## src/hw/rtl/wpr_pkg.sv

```systemverilog
// waveform plot rasterizer: shared constants, queue entry type and overlay functions
// no dependencies; used by all rtl files of the block
`default_nettype none

package wpr_pkg;

  // screen and plot geometry
  localparam int SCREEN_WIDTH  = 128;
  localparam int SCREEN_HEIGHT = 64;
  localparam int SAMPLE_COUNT  = 128;
  localparam int QUEUE_DEPTH   = 4;
  localparam int OUT_DEPTH     = 4;

  localparam logic [5:0] X_AXIS_ROW     = 6'd55;
  localparam logic [5:0] TOP_ROW        = 6'd15;
  localparam logic [6:0] Y_AXIS_COL     = 7'd8;
  localparam logic [6:0] FIRST_PLOT_COL = 7'd10;
  localparam logic [6:0] PLOT_COLUMNS   = 7'd112;
  localparam logic [6:0] LAST_PLOT_COL  = 7'd121;

  // input operation codes
  localparam logic [1:0] OP_START  = 2'd0;
  localparam logic [1:0] OP_SAMPLE = 2'd1;
  localparam logic [1:0] OP_READ   = 2'd2;

  // configuration register indexes
  localparam logic [1:0] REG_HSTEP = 2'd0;
  localparam logic [1:0] REG_VGAIN = 2'd1;

  typedef enum logic [1:0] {
    CMD_CLEAR = 2'd0,
    CMD_PLOT  = 2'd1,
    CMD_READ  = 2'd2
  } cmd_t;

  typedef struct packed {
    cmd_t       kind;
    logic       flat;
    logic [6:0] col;
    logic [5:0] row;
    logic [5:0] prev_row;
    logic       prev_valid;
    logic [2:0] page;
  } entry_t;

  function automatic logic overlay_pixel(input logic [6:0] x, input logic [5:0] y);
    logic [5:0] dy;
    logic [6:0] hx;
    logic [6:0] wy;
    logic [6:0] wx;
    logic       hit;
    dy  = y - 6'd16;
    hx  = 7'd127 - x;
    wy  = (dy < 6'd2) ? 7'd0 : {1'b0, dy >> 1};
    wx  = (hx < 7'd2) ? 7'd0 : (hx >> 1);
    hit = 1'b0;
    if (y == X_AXIS_ROW) hit = 1'b1;
    if (x == Y_AXIS_COL && y >= TOP_ROW) hit = 1'b1;
    // y axis arrowhead
    if (y >= 6'd16 && y <= 6'd20 &&
        ({1'b0, x} + {1'b0, wy}) >= {1'b0, Y_AXIS_COL} &&
        {1'b0, x} <= ({1'b0, Y_AXIS_COL} + {1'b0, wy}))
      hit = 1'b1;
    // x axis arrowhead
    if (x >= 7'd123 &&
        ({2'b0, y} + {1'b0, wx}) >= {2'b0, X_AXIS_ROW} &&
        {2'b0, y} <= ({2'b0, X_AXIS_ROW} + {1'b0, wx}))
      hit = 1'b1;
    // ticks
    if ((x == 7'd35 || x == 7'd62 || x == 7'd89 || x == 7'd116) &&
        y >= (X_AXIS_ROW - 6'd2) && y <= X_AXIS_ROW)
      hit = 1'b1;
    return hit;
  endfunction

  function automatic logic [7:0] overlay_byte(input logic [2:0] page, input logic [6:0] col);
    logic [7:0] b;
    b = '0;
    for (int i = 0; i < 8; i++) begin
      b[7 - i] = overlay_pixel(col, {page, 3'(i)});
    end
    return b;
  endfunction

endpackage

`default_nettype wire

```

## src/hw/rtl/wpr_fifo.sv

```systemverilog
// small synchronous fifo with registered pointers and occupancy count
// uses wpr_pkg for default sizes; DEPTH must be a power of two
`default_nettype none

module wpr_fifo #(
  parameter int WIDTH = 8,
  parameter int DEPTH = wpr_pkg::QUEUE_DEPTH
) (
  input  wire logic                       clk,
  input  wire logic                       rst,
  input  wire logic                       push,
  input  wire logic [WIDTH-1:0]           wdata,
  input  wire logic                       pop,
  output logic      [WIDTH-1:0]           rdata,
  output logic                            full,
  output logic                            empty,
  output logic      [$clog2(DEPTH+1)-1:0] count
);

  localparam int AW = $clog2(DEPTH);
  localparam int CW = $clog2(DEPTH + 1);

  logic [WIDTH-1:0] slots [DEPTH];
  logic [AW-1:0]    wr_ptr;
  logic [AW-1:0]    rd_ptr;
  logic             push_ok;
  logic             pop_ok;

  assign full    = (count == CW'(DEPTH));
  assign empty   = (count == '0);
  assign push_ok = push && !full;
  assign pop_ok  = pop && !empty;
  assign rdata   = slots[rd_ptr];

  always_ff @(posedge clk) begin
    if (rst) begin
      wr_ptr <= '0;
      rd_ptr <= '0;
      count  <= '0;
    end else begin
      if (push_ok) wr_ptr <= wr_ptr + AW'(1);
      if (pop_ok) rd_ptr <= rd_ptr + AW'(1);
      count <= count + CW'(push_ok) - CW'(pop_ok);
    end
  end

  always_ff @(posedge clk) begin
    if (push_ok) slots[wr_ptr] <= wdata;
  end

endmodule

`default_nettype wire

```

## config.mk

```make
export PLATFORM = sky130hd
export DESIGN_NAME = wpr_fifo
export DESIGN_NICKNAME = d
export VERILOG_FILES = /design/src/hw/rtl/wpr_pkg.sv /design/src/hw/rtl/wpr_fifo.sv
export SDC_FILE = /design/constraint.sdc
export NUM_CORES = 1
export LEC_CHECK = 0
export BUFFER_PORTS_ARGS = -buffer_cell sky130_fd_sc_hd__buf_2
export CORE_ASPECT_RATIO = 0.6
export CORE_MARGIN = 2
export CORE_UTILIZATION = 45
export DETAILED_ROUTE_END_ITERATION = 8
export PLACE_DENSITY = 0.63
export SYNTH_ARGS = -nofsm -noshare
export SYNTH_HDL_FRONTEND = slang
export SYNTH_SLANG_ARGS = --single-unit
```

## constraint.sdc

```tcl
create_clock -name clk -period 6.6 [get_ports clk]
set_input_delay 1.98 -clock clk [delete_from_list [all_inputs] [get_ports clk]]
set_output_delay 1.98 -clock clk [all_outputs]
set_load 0.03 [all_outputs]
```

### Word-level counts from Yosys, hierarchy flattened

Memories as Yosys holds them, arrays and structs flattened. A register that Yosys moved wholly into a read port is not among the register bits.
Cells that the tools add are included.

* output and inout bits: 13
* bits in latches: 0
* RAM bits: 32
* bits of input ports: 12
* memory bits (read-only): 0
* memories: 1
* bits in registers: 7

Memory list
* slots: depth 4, bits a word 8, read ports 1, clocked after memory_dff 1, wr ports 1, RTL line wpr_fifo.sv:23 `logic [WIDTH-1:0] slots [DEPTH];`

* bitwise gates (word level): 0
* magnitude comparators: 0
* multiplexer cells: 4
* $mul: 0
* shifts and indexed selects: 0
* eq/ne operators: 1
* $add $sub $neg: 4
* reductions and logical operators: 5
* divide/modulo/power cells: 0

Operators with widths (number)
* $add A2 B1 Y2 const B: 2
* $mux W2: 2
* $add A3 B1 Y3: 1
* $eq A3 B3 Y1 const B: 1
* $logic_not A3 Y1: 1
* $sub A3 B1 Y3: 1
* $logic_and A1 B1 Y1: 2
* $logic_not A1 Y1: 2
* $mux W1: 2

### Logic depth before layout (Yosys ltp)

* word-level depth: 5
* gate-level depth with buffers: 10
* depth with buffers taken out: 10

### Least setup slack after synthesis

Ideal clock, no wire load.

* path type: input-to-reg
* start point: input push
* end point: register count[2]
* library setup time: 0.125 ns
* cell stages on the path: 10
* path buffers: 0
* setup slack: 3.044 ns
* arrival: 3.431 ns
* cell sequence: inv_1 nor2_2 inv_1 ha_1 inv_1 ha_1 fa_1 xnor2_1 xnor2_1 nor2_1

* cells in the longest elaborated chain, start to end: 3

RTL lines
* start, declared: RTL line wpr_fifo.sv:11 `input wire logic push,`
* $logic_and A1 B1 Y1: RTL line wpr_fifo.sv:31 `assign push_ok = push && !full;`
* $add A3 B1 Y3: RTL line wpr_fifo.sv:43 `count <= count + CW'(push_ok) - CW'(pop_ok);`
* $sub A3 B1 Y3: RTL line wpr_fifo.sv:43
* end signal, assigned: RTL line wpr_fifo.sv:43
* end, declared: RTL line wpr_fifo.sv:17 `output logic [$clog2(DEPTH+1)-1:0] count`

Every way passes these cells.
A chain may end at the register's enable or synchronous reset.

==> out/qor.log <==
[route] vias per std cell 4.95
[yosys] mapped cell area 1630 um2
[yosys] Synth cell types 24
[yosys] largest area contributor in the netlist edfxtp_1
[route] total routed wirelength 2.59 mm
[clocking] Clock transition at path regs 0.07 ns
[floorplanning] Die Width 81.8 um
[min_path] startpoint of the most critical hold path rd_ptr[1]
[worst_setup_path] crit start category flip-flop
[worst_setup_path] kind of capture point of the worst setup path output pin
[sta] Final Hold Fails 0
[yosys] dominant combinational cell family by area after synthesis multiplexers
[worst_setup_path] Critical R2R Launch count[1]
[power_and_ir_drop] net switching power 0.000243 W
[route] number of nets with antenna violations after detailed routing 0
[yosys] XOR/XNOR Fraction of Synth Area 1.61%
[clocking] CTS Hold Buffers Added 0
[sta] unrepaired setup endpoints after global routing no
[sta] f_max 269 MHz
[sta] shortest clock period the worst path allows after layout 3.71 ns
[placed_design] post-place instance area 1800 um2
[clocking] number of clock sinks seen by CTS 41
[global_route] pin count of the biggest net entering global routing 13
[power_and_ir_drop] standby leakage power 0.697 nW
[placed_design] placer's final routability congestion estimate 0.713
[sta] Post-Route Setup TNS 0 ns
[worst_setup_path] FF-to-FF setup slack 4.40 ns
[route] vias 826
[yosys] fraction of the yosys area taken by sequential cells 69.8%
[yosys] area share of the largest cell type after synthesis 58.8%
[worst_setup_path] Req. time, crit path 4.62 ns
[power_and_ir_drop] sequential cell fraction of total power 47.6%
[yosys] simple-gate share of the synthesized area 6.51%
[layout] # nets final 140
[layout] # diodes 0
[worst_setup_path] CP Data Arrival Time 1.73 ns
[yosys] share of the synthesized area in compound gates (AO/OA/AOI/OAI) 1.99%
[sta] post-route worst setup slack 2.89 ns
[sta] transition time of the tightest slew-check pin 0.553 ns
[placed_design] half-perimeter wire length of the detailed placement result 1.87 mm
[global_route] wire length of the first global-routing pass 4.31 mm
[clocking] total clock buffers created by CTS 5
[yosys] flip-flop and latch count after synthesis 41
[route] Detailed Route Iter0 Violations 44
[placed_design] total placed cells including tap cells 159
[clocking] Resized cells post-CTS 0
[yosys] cell count after synthesis 93
[min_path] path category of the worst min-delay check flip-flop to flip-flop
[worst_setup_path] Setup CP Type flip-flop to output pin
[sta] final worst path period share 56.3%
[floorplanning] area enclosed by the die boundary 4140 um2
[clocking] post-CTS setup buffer count 0
[sta] final max-slew violation count 0
[sta] worst rel slew slack 63.1%
[worst_setup_path] number of cells traversed by the worst register-to-register path 10
[clocking] CTS tree built
[layout] Util after Layout 56.1%
[route] Wirelength per Cell 15.5 um
[yosys] fraction of synthesized area in multiplexers 11.6%
[global_route] vias in the first global route 826
[floorplanning] number of primary I/O pins 25
[yosys] top cells by area in the synthesized netlist edfxtp_1, dfxtp_1, mux4_2, ha_1, inv_1
[clocking] Clk Tree Root Cell clkbuf_8
[global_route] initial antenna violation count 0
[worst_setup_path] end of the worst register-to-register path count[2]
[outcome] run status completed
[route] # DRC 0
[route] DRT Pass-1 Iters 4
[layout] area growth from synthesis to layout 15.5%
[sta] final setup fails 0
[clocking] Max clock buf depth 2
[global_route] overall overflow remaining after global route 0
[yosys] fraction of the mapped netlist area in adder cells 5.82%
[global_route] GRT Total Usage 15.1%
[yosys] synthesis warning total 0
[yosys] Post-Synthesis Net Count 112
[floorplanning] initial standard-cell utilization of the core 48.6%
[placed_design] setup slack after placement 2.85 ns
[placed_design] total of buffers placed on input and output ports 24
[worst_setup_path] Worst Path Max Fanout 8
[floorplanning] placeable core area 3360 um2
[power_and_ir_drop] worst IR drop on VDD 0.000173 V
[floorplanning] number of placement rows 16
[sta] final setup skew 0.00419 ns
[power_and_ir_drop] fraction of power spent switching nets 33.1%
[power_and_ir_drop] Pint 0.000491 W
[layout] area of all placed cells without fillers 1890 um2
[floorplanning] die height 50.7 um
[flow_run] max-cap viol count 0
[clocking] count of H-tree levels built during CTS 2
[layout] commonest non-fill, non-tap cells in the layout edfxtp_1, buf_2, dfxtp_1
[power_and_ir_drop] power density over the cells 389 nW/um2
[clocking] Skew-Pair Late Insertion Delay 0.28 ns
[power_and_ir_drop] relative contribution of the clock network to total power 22.3%
[yosys] average footprint of a synthesized cell 17.6 um2
[power_and_ir_drop] combinational share of power 30.1%
[layout] post-route insts no fill 167
[min_path] cell count of the worst hold path 2
[layout] fraction of final layout cells with drive strength greater than 1 34.4%
[layout] most common library cell in the layout ignoring fill and taps edfxtp_1
power by group through the flow:
| stage | registers (W) | clock network [W] | logic [W] |
|---|---|---|---|
| detailed placement | 0.000357 | 0 | 0.000224 |
| global route | 0.000356 | 0.000179 | 0.000246 |
| global placement | 0.000355 | 0 | 0.000220 |
| finish | 0.000349 | 0.000164 | 0.000221 |
| CTS | 0.000351 | 0.000168 | 0.000225 |
| floorplan | 0.000348 | 0 | 0.000173 |
metal layers:
metal	part of all wire, %	wire length, um	vias up	global-route usage [%]
met5	0	0	-	0
li1	-	-	395	-
met2	47	1220	18	22.6
met3	5.2	135	5	5.40
met4	0.81	21	0	4.17
met1	47	1220	408	20.9
through the flow:
step	total power (W)	hold slack [ns]
detailed placement	0.000581	0.494
floorplan	0.000521	0.459
global placement	0.000575	0.478
CTS	0.000744	0.507
global route	0.000781	0.554
finish	0.000734	0.506
Yosys cell counts:
library cell and number:
nor2b_1 2, dfxtp_1 9, or3_1 2, nand2b_1 2
xor2_1 1, nor2_1 3, o31ai_2 1, a21oi_1 2
buf_1 1, edfxtp_1 32, nor3_2 1, inv_1 8
mux2i_1 1, and2_1 4, o21ai_0 2, nor3b_2 1
nor2_2 1, mux4_2 8, clkbuf_1 1, xnor2_1 2
ha_1 6, buf_2 1, fa_1 1, nand2_1 1
sequential cells by signal, summed over array words and instances (netlist names), named ones only:
| register | count |
|---|---|
| rd_ptr | 2 |
| wr_ptr | 2 |
| count | 3 |
| slots | 32 |
worst max path at each step:
stage,startpoint,to,cells after the start
CTS,flip-flop,rdata[4],2
detailed placement,push,count[2],11
floorplan,push,count[2],10
finish,flip-flop,rdata[4],2
global route,flip-flop,rdata[4],2
global placement,push,count[2],11
cells by family (layout without fill, tap and decap cells):
| logic type | after synthesis | in the layout |
|---|---|---|
| DFF | 41 | 41 |
| and+or+nand+nor | 17 | 17 |
| buffers and inverters | 11 | 40 |
| muxes | 9 | 9 |
| adders and majority gates | 7 | 7 |
| AOI/OAI and AO/OA | 5 | 5 |
| xor gates and xnor gates | 3 | 3 |
critical path, cell delays in order, from the launching register on:
cell	delay [ns]
dfxtp_1	0.67
mux4_2	0.58
buf_2	0.19
area by class of cell:
class	instances	area (um2)
clock buffers	8	90.1
fillers	276	1480
inverters	8	30.0
multi-input cells	41	450
flip-flops and latches	41	1140
well taps	45	56.3
repair buffers	24	120
(Power assumes the default switching activity.)
