===== src/hw/rtl/wpr_pkg.sv =====
// waveform plot rasterizer: shared constants, queue entry type and overlay functions
// no dependencies; used by all rtl files of the block
`default_nettype none

package wpr_pkg;

  // screen and plot geometry
  localparam int SCREEN_WIDTH  = 128;
  localparam int SCREEN_HEIGHT = 64;
  localparam int SAMPLE_COUNT  = 128;
  localparam int QUEUE_DEPTH   = 4;
  localparam int OUT_DEPTH     = 4;

  localparam logic [5:0] X_AXIS_ROW     = 6'd55;
  localparam logic [5:0] TOP_ROW        = 6'd15;
  localparam logic [6:0] Y_AXIS_COL     = 7'd8;
  localparam logic [6:0] FIRST_PLOT_COL = 7'd10;
  localparam logic [6:0] PLOT_COLUMNS   = 7'd112;
  localparam logic [6:0] LAST_PLOT_COL  = 7'd121;

  // input operation codes
  localparam logic [1:0] OP_START  = 2'd0;
  localparam logic [1:0] OP_SAMPLE = 2'd1;
  localparam logic [1:0] OP_READ   = 2'd2;

  // configuration register indexes
  localparam logic [1:0] REG_HSTEP = 2'd0;
  localparam logic [1:0] REG_VGAIN = 2'd1;

  typedef enum logic [1:0] {
    CMD_CLEAR = 2'd0,
    CMD_PLOT  = 2'd1,
    CMD_READ  = 2'd2
  } cmd_t;

  typedef struct packed {
    cmd_t       kind;
    logic       flat;
    logic [6:0] col;
    logic [5:0] row;
    logic [5:0] prev_row;
    logic       prev_valid;
    logic [2:0] page;
  } entry_t;

  function automatic logic overlay_pixel(input logic [6:0] x, input logic [5:0] y);
    logic [5:0] dy;
    logic [6:0] hx;
    logic [6:0] wy;
    logic [6:0] wx;
    logic       hit;
    dy  = y - 6'd16;
    hx  = 7'd127 - x;
    wy  = (dy < 6'd2) ? 7'd0 : {1'b0, dy >> 1};
    wx  = (hx < 7'd2) ? 7'd0 : (hx >> 1);
    hit = 1'b0;
    if (y == X_AXIS_ROW) hit = 1'b1;
    if (x == Y_AXIS_COL && y >= TOP_ROW) hit = 1'b1;
    // y axis arrowhead
    if (y >= 6'd16 && y <= 6'd20 &&
        ({1'b0, x} + {1'b0, wy}) >= {1'b0, Y_AXIS_COL} &&
        {1'b0, x} <= ({1'b0, Y_AXIS_COL} + {1'b0, wy}))
      hit = 1'b1;
    // x axis arrowhead
    if (x >= 7'd123 &&
        ({2'b0, y} + {1'b0, wx}) >= {2'b0, X_AXIS_ROW} &&
        {2'b0, y} <= ({2'b0, X_AXIS_ROW} + {1'b0, wx}))
      hit = 1'b1;
    // ticks
    if ((x == 7'd35 || x == 7'd62 || x == 7'd89 || x == 7'd116) &&
        y >= (X_AXIS_ROW - 6'd2) && y <= X_AXIS_ROW)
      hit = 1'b1;
    return hit;
  endfunction

  function automatic logic [7:0] overlay_byte(input logic [2:0] page, input logic [6:0] col);
    logic [7:0] b;
    b = '0;
    for (int i = 0; i < 8; i++) begin
      b[7 - i] = overlay_pixel(col, {page, 3'(i)});
    end
    return b;
  endfunction

endpackage

`default_nettype wire


===== src/hw/rtl/wpr_front.sv =====
// front end: takes input transactions, holds config and sample counters,
// scales the sample to a plot row and queues commands; depends on wpr_pkg
`default_nettype none

module wpr_front #(
  parameter int SAMPLE_COUNT = wpr_pkg::SAMPLE_COUNT
) (
  input  wire logic            clk,
  input  wire logic            rst,
  input  wire logic            push,
  output logic                 full,
  input  wire logic [1:0]      operation,
  input  wire logic [7:0]      sample_value,
  input  wire logic [2:0]      page_select,
  input  wire logic [6:0]      column_select,
  input  wire logic            cfg_valid,
  output logic                 cfg_ready,
  input  wire logic [1:0]      cfg_index,
  input  wire logic [7:0]      cfg_data,
  output logic                 q_push,
  output wpr_pkg::entry_t      q_entry,
  input  wire logic            q_full
);

  logic [7:0]  horizontal_step;
  logic [7:0]  vertical_gain;
  logic [7:0]  sample_index;
  logic [8:0]  next_due_index;
  logic [6:0]  plot_column;
  logic [5:0]  previous_row;
  logic        previous_valid;

  logic                s1_valid;
  wpr_pkg::cmd_t       s1_kind;
  logic                s1_flat;
  logic [6:0]          s1_col;
  logic [2:0]          s1_page;
  logic [15:0]         s1_prod;

  logic        accept;
  logic        is_due;
  logic        keep;
  logic        big;
  logic [15:0] recip;
  logic [5:0]  quot;
  logic [5:0]  row;

  assign cfg_ready = 1'b1;
  assign full      = s1_valid && q_full;
  assign accept    = push && !full;
  assign q_push    = s1_valid && !q_full;

  assign is_due = ({1'b0, sample_index} == next_due_index) &&
                  (next_due_index < 9'(SAMPLE_COUNT)) &&
                  (plot_column < wpr_pkg::PLOT_COLUMNS);

  always_comb begin
    keep = 1'b0;
    case (operation)
      wpr_pkg::OP_START:  keep = 1'b1;
      wpr_pkg::OP_SAMPLE: keep = is_due;
      wpr_pkg::OP_READ:   keep = 1'b1;
      default:            keep = 1'b0;
    endcase
  end

  // product / 5 via reciprocal; anything at or above 200 clamps to the top row
  assign big   = (s1_prod >= 16'd200);
  assign recip = 16'(s1_prod[7:0]) * 16'd205;
  assign quot  = recip[15:10];
  assign row   = big ? wpr_pkg::TOP_ROW : (wpr_pkg::X_AXIS_ROW - quot);

  always_comb begin
    q_entry            = '0;
    q_entry.kind       = s1_kind;
    q_entry.flat       = s1_flat;
    q_entry.col        = s1_col;
    q_entry.row        = row;
    q_entry.prev_row   = previous_row;
    q_entry.prev_valid = previous_valid;
    q_entry.page       = s1_page;
  end

  always_ff @(posedge clk) begin
    if (rst) begin
      horizontal_step <= 8'd1;
      vertical_gain   <= 8'd1;
      sample_index    <= '0;
      next_due_index  <= '0;
      plot_column     <= '0;
      previous_row    <= '0;
      previous_valid  <= 1'b0;
      s1_valid        <= 1'b0;
    end else begin
      if (cfg_valid && cfg_ready) begin
        if (cfg_index == wpr_pkg::REG_HSTEP) horizontal_step <= cfg_data;
        if (cfg_index == wpr_pkg::REG_VGAIN) vertical_gain <= cfg_data;
      end

      if (accept) begin
        case (operation)
          wpr_pkg::OP_START: begin
            sample_index   <= '0;
            next_due_index <= '0;
            plot_column    <= '0;
          end
          wpr_pkg::OP_SAMPLE: begin
            sample_index <= sample_index + 8'd1;
            if (is_due) begin
              if (horizontal_step == 8'd0) begin
                plot_column <= wpr_pkg::PLOT_COLUMNS;
              end else begin
                plot_column    <= plot_column + 7'd1;
                next_due_index <= next_due_index + {1'b0, horizontal_step};
              end
            end
          end
          default: begin
          end
        endcase
      end

      // previous row follows plots in queue order
      if (q_push) begin
        if (s1_kind == wpr_pkg::CMD_CLEAR) begin
          previous_row   <= '0;
          previous_valid <= 1'b0;
        end else if (s1_kind == wpr_pkg::CMD_PLOT) begin
          previous_row   <= row;
          previous_valid <= 1'b1;
        end
      end

      if (accept && keep) s1_valid <= 1'b1;
      else if (q_push) s1_valid <= 1'b0;
    end
  end

  always_ff @(posedge clk) begin
    if (accept && keep) begin
      s1_prod <= 16'(sample_value) * 16'(vertical_gain);
      s1_page <= page_select;
      s1_flat <= (horizontal_step == 8'd0);
      case (operation)
        wpr_pkg::OP_START: begin
          s1_kind <= wpr_pkg::CMD_CLEAR;
          s1_col  <= column_select;
        end
        wpr_pkg::OP_SAMPLE: begin
          s1_kind <= wpr_pkg::CMD_PLOT;
          s1_col  <= wpr_pkg::FIRST_PLOT_COL + plot_column;
        end
        default: begin
          s1_kind <= wpr_pkg::CMD_READ;
          s1_col  <= column_select;
        end
      endcase
    end
  end

endmodule

`default_nettype wire


===== config.mk =====
export PLATFORM = sky130hd
export DESIGN_NAME = wpr_front
export DESIGN_NICKNAME = d
export VERILOG_FILES = /design/src/hw/rtl/wpr_pkg.sv /design/src/hw/rtl/wpr_front.sv
export SDC_FILE = /design/constraint.sdc
export NUM_CORES = 1
export LEC_CHECK = 0
export BUFFER_PORTS_ARGS = -buffer_cell sky130_fd_sc_hd__buf_2
export CORE_MARGIN = 3
export CORE_UTILIZATION = 50
export CTS_BUF_LIST = sky130_fd_sc_hd__clkbuf_4 sky130_fd_sc_hd__clkbuf_8
export CTS_CLUSTER_DIAMETER = 100
export DETAILED_ROUTE_END_ITERATION = 16
export PLACE_DENSITY = 0.76
export SLEW_MARGIN = 20
export SYNTH_ARGS = -nofsm -noshare
export SYNTH_HDL_FRONTEND = slang
export SYNTH_SLANG_ARGS = --single-unit

===== constraint.sdc =====
create_clock -name clk -period 13.7 [get_ports clk]
set_clock_uncertainty 0.2 [all_clocks]
set_input_delay 1.37 -clock clk [delete_from_list [all_inputs] [get_ports clk]]
set_output_delay 1.37 -clock clk [all_outputs]
set_load 0.02 [all_outputs]

# Yosys cells after proc, flatten, opt, wreduce, memory -nomap -nowiden
# Cells that the tools add are included.
[classes] n_addsub=5 shift=0 div=0 n_reduce_logical=22 magnitude_cmp=3 n_bitwise=0 muxes=17 multipliers=2 n_eq_ne=7
[op_table] cell="two-way mux 7 bit" count=3
[op_table] cell="two-way mux 6 bit" count=3
[op_table] cell="two-way mux 9 bit" count=2
[op_table] cell="case mux 9 bit (2 select lines)" count=1
[op_table] cell="greater-or-equal comparator 16 x 8 -> 1 bit (second input constant)" count=1
[op_table] cell="multiplier 8 x 8 -> 16 bit" count=1
[op_table] cell="multiplier 8 x 8 -> 16 bit (second input constant)" count=1
[op_table] cell="case mux 8 bit (2 select lines)" count=1
[op_table] cell="case mux 7 bit (2 select lines)" count=1
[op_table] cell="adder 9 x 8 -> 9 bit" count=1
[op_table] cell="== test 8 x 9 -> 1 bit" count=1
[op_table] cell="< comparator 9 x 8 -> 1 bit (second input constant)" count=1
[op_table] cell="adder 8 x 1 -> 8 bit (second input constant)" count=1
[op_table] cell="zero test 8 bit" count=1
[op_table] cell="AND reduction 2 bit" count=4
[op_table] cell="adder 4 x 7 -> 7 bit (first input constant)" count=1
[op_table] cell="adder 7 x 1 -> 7 bit (second input constant)" count=1
[op_table] cell="< comparator 7 bit (second input constant)" count=1
[op_table] cell="== test 2 x 1 -> 1 bit (second input constant)" count=3
[op_table] cell="logical AND 1 bit" count=6
[op_table] cell="zero test 2 bit" count=3
[op_table] cell="nonzero test 2 bit" count=3
[op_table] cell="subtractor 6 bit (first input constant)" count=1
[op_table] cell="two-way mux 1 bit" count=4
[op_table] cell="8 further kinds" count=10
[totals] latch_bits=0 ram_bits=0 memories=0 out_inout_bits=29 register_bits=77 elab_cells=69 mem_bits_ro=0

# Logic depth before layout (Yosys ltp)
# Gate-level depths: netlist (run 1).
[depth] depth_word=6 depth_mapped=21

# Worst setup path before layout (run 1)
# No wires, ideal clock.
[synth_path] kind="reg-to-output" startpoint="reg s1_prod[2]" endpoint="out q_entry[15] in the netlist's numbering" path_buffers=0 slack_ns=7.142 arrival_ns=4.988 stages_incl_launch_ff=20 required_ns=12.130 path_cell_list="edfxtp_1 > ha_1 > xor2_1 > ha_1 > fa_1 > inv_1 > fa_1 > inv_1 > ha_1 > a21o_1 > a22o_1 > a211o_1 > o31a_1 > a21oi_1 > xnor2_1 > ha_1 > xnor2_1 > xnor2_1 > o21ai_0 > a221o_1"
[synth_rtl] item="from (decl)" line_no="wpr_front.sv:38" rtl="logic [15:0] s1_prod;"
[synth_rtl] item="from (signal assigned)" line_no="wpr_front.sv:141" rtl="s1_prod <= 16'(sample_value) * 16'(vertical_gain);"
[synth_rtl] item="to (decl)" line_no="wpr_front.sv:21" rtl="output wpr_pkg::entry_t q_entry,"

==> qor.yml, run 1 <==
status: "finished clean"
portBuffers: 62
met1_usage: 0.242
grt_overflow: 0
antenna_cells: 0
critPathRequiredTime_ns: 12.13
dr.pass1.iters: 4
tightest_slew_ns: 0.680
ys_warn_count: 0
dpl_cell_area_um2: 7060
leakagePower_nw: 3.60
hold-path-cell-count: 2
synth_area_um2: 6600
pin_count: 64
synth.top_cell.area_share: 0.188
htreeDepth: 3
grt_use_met3: 0.0308
drc: 0
post_cts_buffers: 0
use_met2: 0.329
power_density_nw_per_um2: 108
synth_fp_nets: 867
ant_nets: 0
end_kind: "primary output"
postCtsHoldBufs: 0
gp_congestion: 0.883
drv_slew: 0
synth_common_cells: "ha_1, inv_1, and2_1"
cts_buffers: 9
ir_drop_mv: 0.0594
tns_ns: 0
fin_nets: 924
post-place-ws_ns: 6.74
syn_area_per_cell_um2: 9.61
wl_um: 13400
start_util: 0.517
synth_cell_types: 51
period_minus_slack_ns: 7.35
cp_max_fo: 5
drv_cap: 0
fill_cells: 1114
cpMaxStageDelayCell: "fa_1"
synthTopCellsByArea: "ha_1, dfxtp_1, fa_1"
yosysTopAreaCell: "ha_1"
grt_pass1_vias: 5016
setup_ws_ns: 6.35
cp_slowest_stage_delay_ns: 0.53
path_common_cell: "ha_1"
synth_edf_count: 29
die_width_um: 121
antenna_found_initial: 0
die_y_um: 121
crit_chain: "ha_1, xor2_1, ha_1, fa_1, inv_1, fa_1, inv_1, ha_1, a21o_1, a22o_1, a211o_1, o31a_1, a21oi_1, xnor2_1, ha_1, xnor2_1, xnor2_1, o21ai_0, a221o_1, buf_2"
synth_most_common_cell: "ha_1"
cts_resized: 0
slew-limit-headroom: 0.547
ys_seq_area_frac: 0.277
final_area_um2: 7260
cts_tree: "built"
dieArea_um2: 14600
clockBufferDepth: 2
dp_hpwl_um: 10900
grt.busiest_layer: "met2"
hold_class: "flop to flop"
worst_setup_path_start_kind: "flop"
ys_ff_latch: 77
grt_usage: 0.191
max_clock_freq_mhz: 136
cts.sinks: 77
ff2ff_path_depth: 20
seq_power_share: 0.334
detail_route.vias_per_cell: 5.39
period_share: 0.537
path_clk_slew_ns: 0.09
grt_max_degree: 38
synthToLayoutAreaGrowth_pct: 9.97
synth_cells: 687
rsz0062_at_grt: "false"
p_sw_frac: 0.368
grt_pass1_wl_um: 22900
finalHoldViolCount: 0
drt_iter0_markers: 228
synthArstFlopShare: 0
p_switching_mw: 0.289
internal_power_mw: 0.496
rows: 41
ctsRootBufferMaster: "clkbuf_8"
cp.arrival_ns: 5.78
synthFlopType: "dfxtp_1"
power_frac_clock: 0.225
layout-drive-gt1-share: 0.116
crit_type: "flop to primary output"
dr_total_vias: 4963
drt-wirelength-per-cell_um: 14.5
clkLatencyLatePin_ns: 0.36
setup_viol: 0
core_um2: 12800
p_comb_frac: 0.440
## cells in the final DEF (no fill, tap or decap), drive strengths merged, types with 6 or more instances in the layout
cell	n
fa	46
buf	63
ha	99
dfxtp	48
and2	56
a21oi	31
nand2	47
nor2b	6
clkbuf	10
inv	79
nand2b	6
nand3	15
edfxtp	29
a21o	7
xor2	12
a22oi	7
xnor2	30
mux2i	19
nor2	53
o21ai	23
## power groups by stage
stage                     Combinational [mW]  Sequential (mW)  Clock, mW
after global routing                   0.400            0.264      0.190
after global placement                 0.326            0.267          0
after CTS                              0.348            0.263      0.180
final                                  0.346            0.262      0.177
after detailed placement               0.344            0.268          0
after floorplan                        0.266            0.269          0
## final timing paths
path | from | end | slack [ns]
setup / recovery | s1_prod[2] | q_entry[15] | 6.35
hold / removal | previous_row[0] | previous_row[0] | 0.27
setup reg to reg | s1_prod[2] | previous_row[5] | 7.93
hold reg to reg | previous_row[0] | previous_row[0] | 0.27
## worst max-delay path: cells and delay by family, from the launching register on
kind | cells | cell delay [ns]
xor gates and xnor gates | 4 | 0.72
DFF | 1 | 0.46
AOI/OAI and AO/OA | 7 | 1.75
buffers and inverters | 3 | 0.26
adders and majority gates | 6 | 2.22
## flip-flops by register name (all words and copies together), names as in the netlist, 2 cells and up
name	flops
plot_column	7
next_due_index	9
sample_index	8
vertical_gain	8
s1_page	3
horizontal_step	8
s1_kind	2
previous_row	6
s1_prod	16
s1_col	7
## logic make-up (layout without fill, tap and decap cells)
logic type	Yosys count	after routing	synth area share
simple gates	215	215	0.164
xor+xnor	42	42	0.0557
other cells	1	1	0.000568
buf+inv	94	156	0.0555
fa+ha+maj	145	145	0.327
flops	77	77	0.277
mux	20	20	0.0305
compound gates	93	93	0.0891
## through the flow
stage | util | hold slack (ns) | total power [mW] | instances
after CTS | 0.568 | 0.276 | 0.791 | 921
final | 0.568 | 0.267 | 0.785 | 921
after global placement | 0.552 | 0.239 | 0.593 | 905
after floorplan | - | 0.244 | 0.534 | 687
after detailed placement | 0.552 | 0.263 | 0.612 | 905
after global routing | 0.568 | 0.317 | 0.855 | 921
## area by class of cell
cell class                      count  area [µm²]  share of cell area
Clock inverter                      6        68.8             0.00948
Inverter                           77         289              0.0398
Timing Repair Buffer               63         318              0.0438
Clock buffer                       10         131              0.0181
Sequential cell                    77        1830               0.252
Multi-Input combinational cell    516        4410               0.607
Tap cell                          172         215              0.0296
## routing by layer
metal | up-vias | wire length, µm
met5 | - | 0
met3 | 25 | 503
li1 | 2415 | -
met1 | 2400 | 5950
met4 | 0 | 241
met2 | 123 | 6670
(Power assumes the default switching activity.)
==> inputs of run 2 (changes only) <==
ABC_AREA = 1   (was not set)
clock period = 7.3 ns   (was 13.7 ns; I/O delays follow)
==> run 2 against run 1 <==
Global-route usage grew 0.52 points. Sequential share of layout area decreased by 1.5 points. Combinational power grew 130%. Core utilization rose by 0.098 points. Die area rose by 7.4%.
==> qor.yml, run 2 <==
mostFrequentLayoutCell: "nand2_1"  # was ha_1
crit_chain: "ha_1, xor2_1, ha_1, fa_1, inv_1, fa_1, inv_1, ha_1, nand2_1, nand2_1, o21bai_1, nand2_1, nand3_1, a21oi_1, xnor2_1, ha_1, xor2_1, xor2_1, nand3_1, a21oi_1, buf_2"  # was ha_1, xor2_1, ha_1, fa_1, inv_1, fa_1, inv_1, ha_1, a21o_1, a22o_1, a211o_1, o31a_1, a21oi_1, xnor2_1, ha_1, xnor2_1, xnor2_1, o21ai_0, a221o_1, buf_2
tns_ns: 0  # unchanged
drv_slew: 0  # unchanged
final_cell_mix: "nand2_1, inv_1, ha_1"  # was ha_1, inv_1, buf_2
ys_seq_area_frac: 0.257  # was 0.277
reg_top3: "s1_prod (16), next_due_index (9)"  # unchanged
worst_setup_path_start_kind: "flop"  # unchanged
grt_max_degree: 28  # was 38
status: "finished clean"  # unchanged
internal_power_mw: 0.924  # was 0.496 mW
p_switching_mw: 0.697  # was 0.289 mW
synth-simple-area-share: 0.219  # was 0.164
cp_num_buf_inv: 3  # unchanged
cts_tree: "built"  # unchanged
power_frac_clock: 0.188  # was 0.225
tightest_slew_ns: 0.813  # was 0.680 ns
start_util: 0.525  # was 0.517
portBuffers: 62  # unchanged
path_common_cell: "ha_1"  # unchanged
drc: 0  # unchanged
grt_use_met3: 0.0286  # was 0.0308
holdCritStartpoint: "previous_row[3]"  # was previous_row[0]
rows: 42  # was 41
setup_ws_ns: 1.46  # was 6.35 ns
hold_class: "flop to flop"  # unchanged
synth_most_common_cell: "nand2_1"  # was ha_1
cp_slowest_stage_delay_ns: 0.53  # about the same
cts_buffers: 9  # unchanged
rsz0062_at_grt: "false"  # unchanged
synth_common_cells: "nand2_1, inv_1, ha_1"  # was ha_1, inv_1, and2_1
finalHoldViolCount: 0  # unchanged
synthArstFlopShare: 0  # unchanged
max_clock_freq_mhz: 171
synthMuxAreaShare: 0  # was 0.0305
period_share: 0.800
power_density_nw_per_um2: 210  # was 108 nW/µm²
yosysTopAreaCell: "ha_1"  # unchanged
antenna_found_initial: 0  # unchanged
ys_warn_count: 0  # unchanged
grt_pass1_wl_um: 25900  # was 22900 µm
cts.sinks: 77  # unchanged
yosys.area_share.adder: 0.304  # was 0.327
hold_path_end: "previous_row[3]"  # was previous_row[0]
core_um2: 13600  # was 12800 µm²
cp_max_fo: 6  # was 5
synth_area_um2: 7110  # was 6600 µm²
ctsRootBufferMaster: "clkbuf_8"  # unchanged
grt_usage: 0.196  # was 0.191
slew-limit-headroom: 0.454  # was 0.547
crit_family: "adder cells"  # unchanged
grt_overflow: 0  # unchanged
r2r_start: "s1_prod[2]"  # unchanged
synth_xor_area_frac: 0.0308  # was 0.0557
leakagePower_nw: 4.31  # was 3.60 nW
hold-path-cell-count: 2  # unchanged
dp_hpwl_um: 12200  # was 10900 µm
ff2ff_path_depth: 22  # was 20
post-place-ws_ns: 1.86  # was 6.74 ns
die_y_um: 125  # was 121 µm
synth_cells: 912  # was 687
clockBufferDepth: 2  # unchanged
use_met2: 0.340  # was 0.329
antenna_cells: 0  # unchanged
syn_area_per_cell_um2: 7.80  # was 9.61 µm²
detail_route.vias_per_cell: 5.04  # was 5.39
critPathRequiredTime_ns: 6.37  # was 12.13 ns
synth_edf_count: 29  # unchanged
p_sw_frac: 0.430  # was 0.368
post_cts_buffers: 0  # unchanged
dieArea_um2: 15700  # was 14600 µm²
cp.arrival_ns: 4.91  # was 5.78 ns
layout-drive-gt1-share: 0.102  # was 0.116
cpMaxStageDelayCell: "fa_1"  # unchanged
met1_usage: 0.262  # was 0.242
clkLatencyLatePin_ns: 0.36  # about the same
ant_nets: 0  # unchanged
htreeDepth: 3  # unchanged
synthFlopType: "dfxtp_1"  # unchanged
synthToLayoutAreaGrowth_pct: 8.49  # was 9.97%
synth_fp_nets: 1092  # was 867
r2r_slack_ns: 2.55  # was 7.93 ns
synth_cell_types: 39  # was 51
drt-wirelength-per-cell_um: 12.8  # was 14.5 µm
grt_pass1_vias: 5758  # was 5016
p_comb_frac: 0.501  # was 0.440
crit_type: "flop to primary output"  # unchanged
regMostFlops: "s1_prod"  # unchanged
wl_um: 14600  # was 13400 µm
dr_total_vias: 5740  # was 4963
setup_viol: 0  # unchanged
drv_cap: 0  # unchanged
postCtsHoldBufs: 0  # unchanged
dr.pass1.iters: 5  # was 4
largest_reg_flops: 16  # unchanged
ir_drop_mv: 0.125  # was 0.0594 mV
synth-compound-area-share: 0.0772  # was 0.0891
synth_top_family_by_area: "adder cells"  # unchanged
fill_cells: 1283  # was 1114
drt_iter0_markers: 335  # was 228
pin_count: 64  # unchanged
gp_congestion: 0.875  # was 0.883
ys_ff_latch: 77  # unchanged
period_minus_slack_ns: 5.84
synthTopCellsByArea: "ha_1, dfxtp_1, fa_1"  # unchanged
grt.busiest_layer: "met2"  # unchanged
die_width_um: 125  # was 121 µm
r2r-end: "previous_row[5]"  # unchanged
seq_power_share: 0.310  # was 0.334
end_kind: "primary output"  # unchanged
synth.top_cell.area_share: 0.174  # was 0.188
fin_nets: 1139  # was 924
cts_resized: 0  # unchanged
path_clk_slew_ns: 0.09  # about the same
run 2: changes by cell type in the layout (fill, tap and decap cells not counted), sizes merged, moves of 6 or more:
cell    before  now
o21ai       23   34
nand4        3   11
inv         79  178
and2        56    2
nand2       47  223
nor2b        6    0
a22oi        7    0
mux2i       19    0
nand2b       6    0
xnor2       30    9
nand3       15   45
a21oi       31   55
run 2: cells by family (layout without fill, tap and decap cells):
kind of cell             after synthesis  in the layout
adder cells (fa/ha/maj)              145            145
other                                  1              1
flip-flops                            77             77
buffers and inverters                203            255
AO/OA/AOI/OAI                        103            103
AND/OR/NAND/NOR                      358            358
XOR/XNOR                              25             25
run 2: area by class of cell:
cell class	instances	area (µm²)	share of cell area
Inverter	176	661	0.0856
Multi-Input combinational cell	632	4490	0.582
Tap cell	176	220	0.0285
Clock inverter	7	70.1	0.00908
Timing Repair Buffer	63	318	0.0412
Clock buffer	9	124	0.0160
Sequential cell	77	1830	0.237
run 2: worst max-delay path by stage:
stage / slack, ns / depth (start not counted) / endpoint / start
4_1_cts: 1.45 / 21 / q_entry[15] / s1_prod[2]
2_1_floorplan: 2.04 / 20 / q_entry[15] / s1_prod[2]
6_report: 1.46 / 21 / q_entry[15] / s1_prod[2]
3_3_place_gp: 1.97 / 21 / q_entry[15] / s1_prod[2]
5_1_grt: 1.06 / 21 / q_entry[15] / s1_prod[2]
3_5_place_dp: 1.86 / 21 / q_entry[15] / s1_prod[2]
run 2: worst register-to-register path, stage by stage (launching register included):
cell and delay [ns]:
edfxtp_1 0.49, ha_1 0.38, xor2_1 0.17, ha_1 0.30
fa_1 0.50, inv_1 0.05, fa_1 0.53, inv_1 0.04
ha_1 0.31, nand2_1 0.07, nand2_1 0.06, o21bai_1 0.15
nand2_1 0.08, nand3_1 0.09, a21oi_1 0.16, xnor2_1 0.16
ha_1 0.19, xor2_1 0.17, xor2_1 0.20, nand3_1 0.12
nand2_1 0.08, nand3_1 0.06, a21oi_1 0.12
run 2: power by group through the flow:
stage	clock (mW)	combinational [mW]	sequential (mW)
finish	0.305	0.812	0.503
global route	0.332	0.957	0.507
CTS	0.315	0.817	0.503
detailed placement	0	0.808	0.513
global placement	0	0.782	0.512
floorplan	0	0.630	0.513
run 2: per-layer routing:
| layer | up-vias | share of wire |
|---|---|---|
| met3 | 10 | 0.037 |
| met5 | - | 0 |
| met4 | 0 | 0.011 |
| met1 | 2658 | 0.47 |
| li1 | 2959 | - |
| met2 | 113 | 0.48 |
run 2: through the flow:
stage	utilization	hold slack (ns)	cell area, µm²	total power [mW]	instances
3_3_place_gp	0.555	0.251	7520	1.29	1124
3_5_place_dp	0.555	0.257	7520	1.32	1124
2_1_floorplan	-	0.241	7110	1.14	912
6_report	0.569	0.270	7720	1.62	1140
5_1_grt	0.569	0.299	7720	1.80	1140
4_1_cts	0.569	0.272	7720	1.64	1140
==> inputs of run 3 (changes only) <==
PLACE_DENSITY = 0.79   (was 0.76)
clock period = 5.1 ns   (was 7.3 ns; I/O delays follow)
==> run 3 against run 2 <==
The flow now finishes with violations (setup timing). Sequential share of layout area fell by 0.98 points. Die area did not move. Hold slack worse by 0.15 ns. Combinational power grew 93%. Clock-buffer cell count stayed put. Non-clock buffer count is 16 higher. Final cell count up 1.4%. Clock power is 68% higher. Largest power group unchanged.
==> qor.yml, run 3 (synthesized netlist as in run 2, its figures left out) <==
gp_congestion: 0.962  # was 0.875
endpoint: "q_entry[15]"  # unchanged
layout-drive-gt1-share: 0.145  # was 0.102
p_sw_frac: 0.408  # was 0.430
final_area_um2: 8050  # was 7720 µm²
max_clock_freq_mhz: 185
power_density_nw_per_um2: 347  # was 210 nW/µm²
die_y_um: 125  # unchanged
drt-wirelength-per-cell_um: 13.7  # was 12.8 µm
violations: "setup timing"
power_mw: 2.80  # was 1.62 mW
hold-path-cell-count: 1  # was 2
cp_max_fo: 5  # was 6
grt.busiest_layer: "met2"  # unchanged
end_kind: "primary output"  # unchanged
grt_pass1_wl_um: 27100  # was 25900 µm
worst_setup_path_start_kind: "flop"  # unchanged
wl_um: 15800  # was 14600 µm
antenna_found_initial: 0  # unchanged
ir_drop_mv: 0.244  # was 0.125 mV
dr_total_vias: 5943  # was 5740
slew-limit-headroom: 0.438  # was 0.454
period_minus_slack_ns: 5.40
grt_usage: 0.205  # was 0.196
portBuffers: 62  # unchanged
drv_cap: 0  # unchanged
dpl_cell_area_um2: 7580  # was 7520 µm²
pin_count: 64  # unchanged
cp.arrival_ns: 4.69  # was 4.91 ns
ff2ff_path_depth: 24  # was 22
tns_ns: -0.301  # was 0 ns
setup_viol: 1  # was 0
ant_nets: 0  # unchanged
met1_usage: 0.265  # was 0.262
cts_buffers: 9  # unchanged
antenna_cells: 0  # unchanged
clkLatencyLatePin_ns: 0.36  # about the same
grt_overflow: 0  # unchanged
detail_route.vias_per_cell: 5.14  # was 5.04
synthToLayoutAreaGrowth_pct: 13.2  # was 8.49%
leakagePower_nw: 4.41  # was 4.31 nW
cts.sinks: 77  # unchanged
drv_slew: 0  # unchanged
path_clk_slew_ns: 0.08  # was 0.09 ns
core_um2: 13600  # unchanged
start_util: 0.525  # unchanged
grt_pass1_vias: 6074  # was 5758
postCtsHoldBufs: 0  # unchanged
cts_tree: "built"  # unchanged
tightest_slew_ns: 0.836  # was 0.813 ns
mostFrequentLayoutCell: "nand2_1"  # unchanged
period_share: 1.06
largest_reg_flops: 16  # unchanged
status: "finished, violations left"  # was finished clean
post-place-ws_ns: -0.0370  # was 1.86 ns
dp_hpwl_um: 12100  # was 12200 µm
hold_class: "input pin to flop"  # was flop to flop
setup_ws_ns: -0.301  # was 1.46 ns
seq_power_share: 0.256  # was 0.310
regMostFlops: "s1_prod"  # unchanged
dr.pass1.iters: 5  # unchanged
grt_use_met3: 0.0269  # was 0.0286
ctsRootBufferMaster: "clkbuf_8"  # unchanged
p_switching_mw: 1.14  # was 0.697 mW
r2r-end: "previous_row[5]"  # unchanged
use_met2: 0.360  # was 0.340
r2r_slack_ns: 0.30  # was 2.55 ns
fin_nets: 1155  # was 1139
critPathRequiredTime_ns: 4.39  # was 6.37 ns
startpoint: "s1_prod[1]"  # was s1_prod[2]
dieArea_um2: 15700  # unchanged
drc: 0  # unchanged
crit_type: "flop to primary output"  # unchanged
die_width_um: 125  # unchanged
finalHoldViolCount: 0  # unchanged
fin_util: 0.594  # was 0.569
drt_iter0_markers: 322  # was 335
reg_top3: "s1_prod (16), next_due_index (9)"  # unchanged
r2r_start: "s1_prod[1]"  # was s1_prod[2]
grt_max_degree: 31  # was 28
clockBufferDepth: 2  # unchanged
p_comb_frac: 0.560  # was 0.501
power_frac_clock: 0.184  # was 0.188
internal_power_mw: 1.65  # was 0.924 mW
rows: 42  # unchanged
rsz0062_at_grt: "true"  # was false
final_cell_mix: "nand2_1, inv_1, ha_1"  # unchanged
htreeDepth: 3  # unchanged
-- run 3: cell types whose count changed in the layout (fill, tap and decap cells not counted), sizes merged --
| cell | change |
|---|---|
| buf | +16 |
| bufinv | +2 |
| clkinv | -2 |
| clkinvlp | -1 |
| inv | +1 |
-- run 3: worst min-delay path by stage --
stage                          from              end  slack [ns]
finish               page_select[2]       s1_page[2]        0.12
global route         page_select[0]       s1_page[0]        0.12
CTS                  page_select[2]       s1_page[2]        0.11
detailed placement  previous_row[3]  previous_row[3]        0.26
global placement    previous_row[1]  previous_row[1]        0.25
floorplan            previous_valid   previous_valid        0.24
-- run 3: power groups by stage --
stage | combinational [mW] | clock (mW) | sequential (mW)
floorplan | 0.902 | 0 | 0.735
global placement | 1.13 | 0 | 0.728
detailed placement | 1.16 | 0 | 0.730
CTS | 1.45 | 0.524 | 0.717
global route | 1.76 | 0.544 | 0.722
finish | 1.57 | 0.513 | 0.717
-- run 3: layer usage --
metal  vias up  wire [µm]
li1       2982          -
met1      2763       6960
met2       168       7740
met3        30        718
met4         0        363
met5         -          0
-- run 3: timing repair --
action | CTS | global route
buffers inserted | 12 | 2
pin swaps | 20 | 13
gates resized for setup | 15 | 19
endpoints found under the setup margin | 2 | 3
endpoints found under the hold margin | 0 | 0
-- run 3: layout make-up --
cell class	instances	area (µm²)
fillers	1182	5510
multi-input cells	632	4670
flip-flops and latches	77	1830
inverters	176	661
repair buffers	79	450
well taps	176	220
clock buffers	9	124
clock inverters	7	95.1
-- run 3: stage by stage --
| step | hold slack, ns | std cells |
|---|---|---|
| 2_1_floorplan | 0.241 | 912 |
| 3_3_place_gp | 0.251 | 1131 |
| 3_5_place_dp | 0.259 | 1131 |
| 4_1_cts | 0.108 | 1159 |
| 5_1_grt | 0.119 | 1156 |
| 6_report | 0.123 | 1156 |
-- run 3: critical path, stage by stage, from the launching register on --
cell and delay, ns:
edfxtp_1 0.48, buf_6 0.16, buf_4 0.13, ha_2 0.18, xnor2_1 0.13, ha_1 0.20
a21o_1 0.18, fa_1 0.58, ha_4 0.21, ha_4 0.27, a21oi_4 0.14, nor2_1 0.08
nor2_2 0.13, nand3_2 0.11, a21oi_2 0.14, xnor2_1 0.14, ha_2 0.20, xor2_1 0.19
xor2_1 0.21, nand3_1 0.15, a21oi_2 0.16, buf_4 0.16
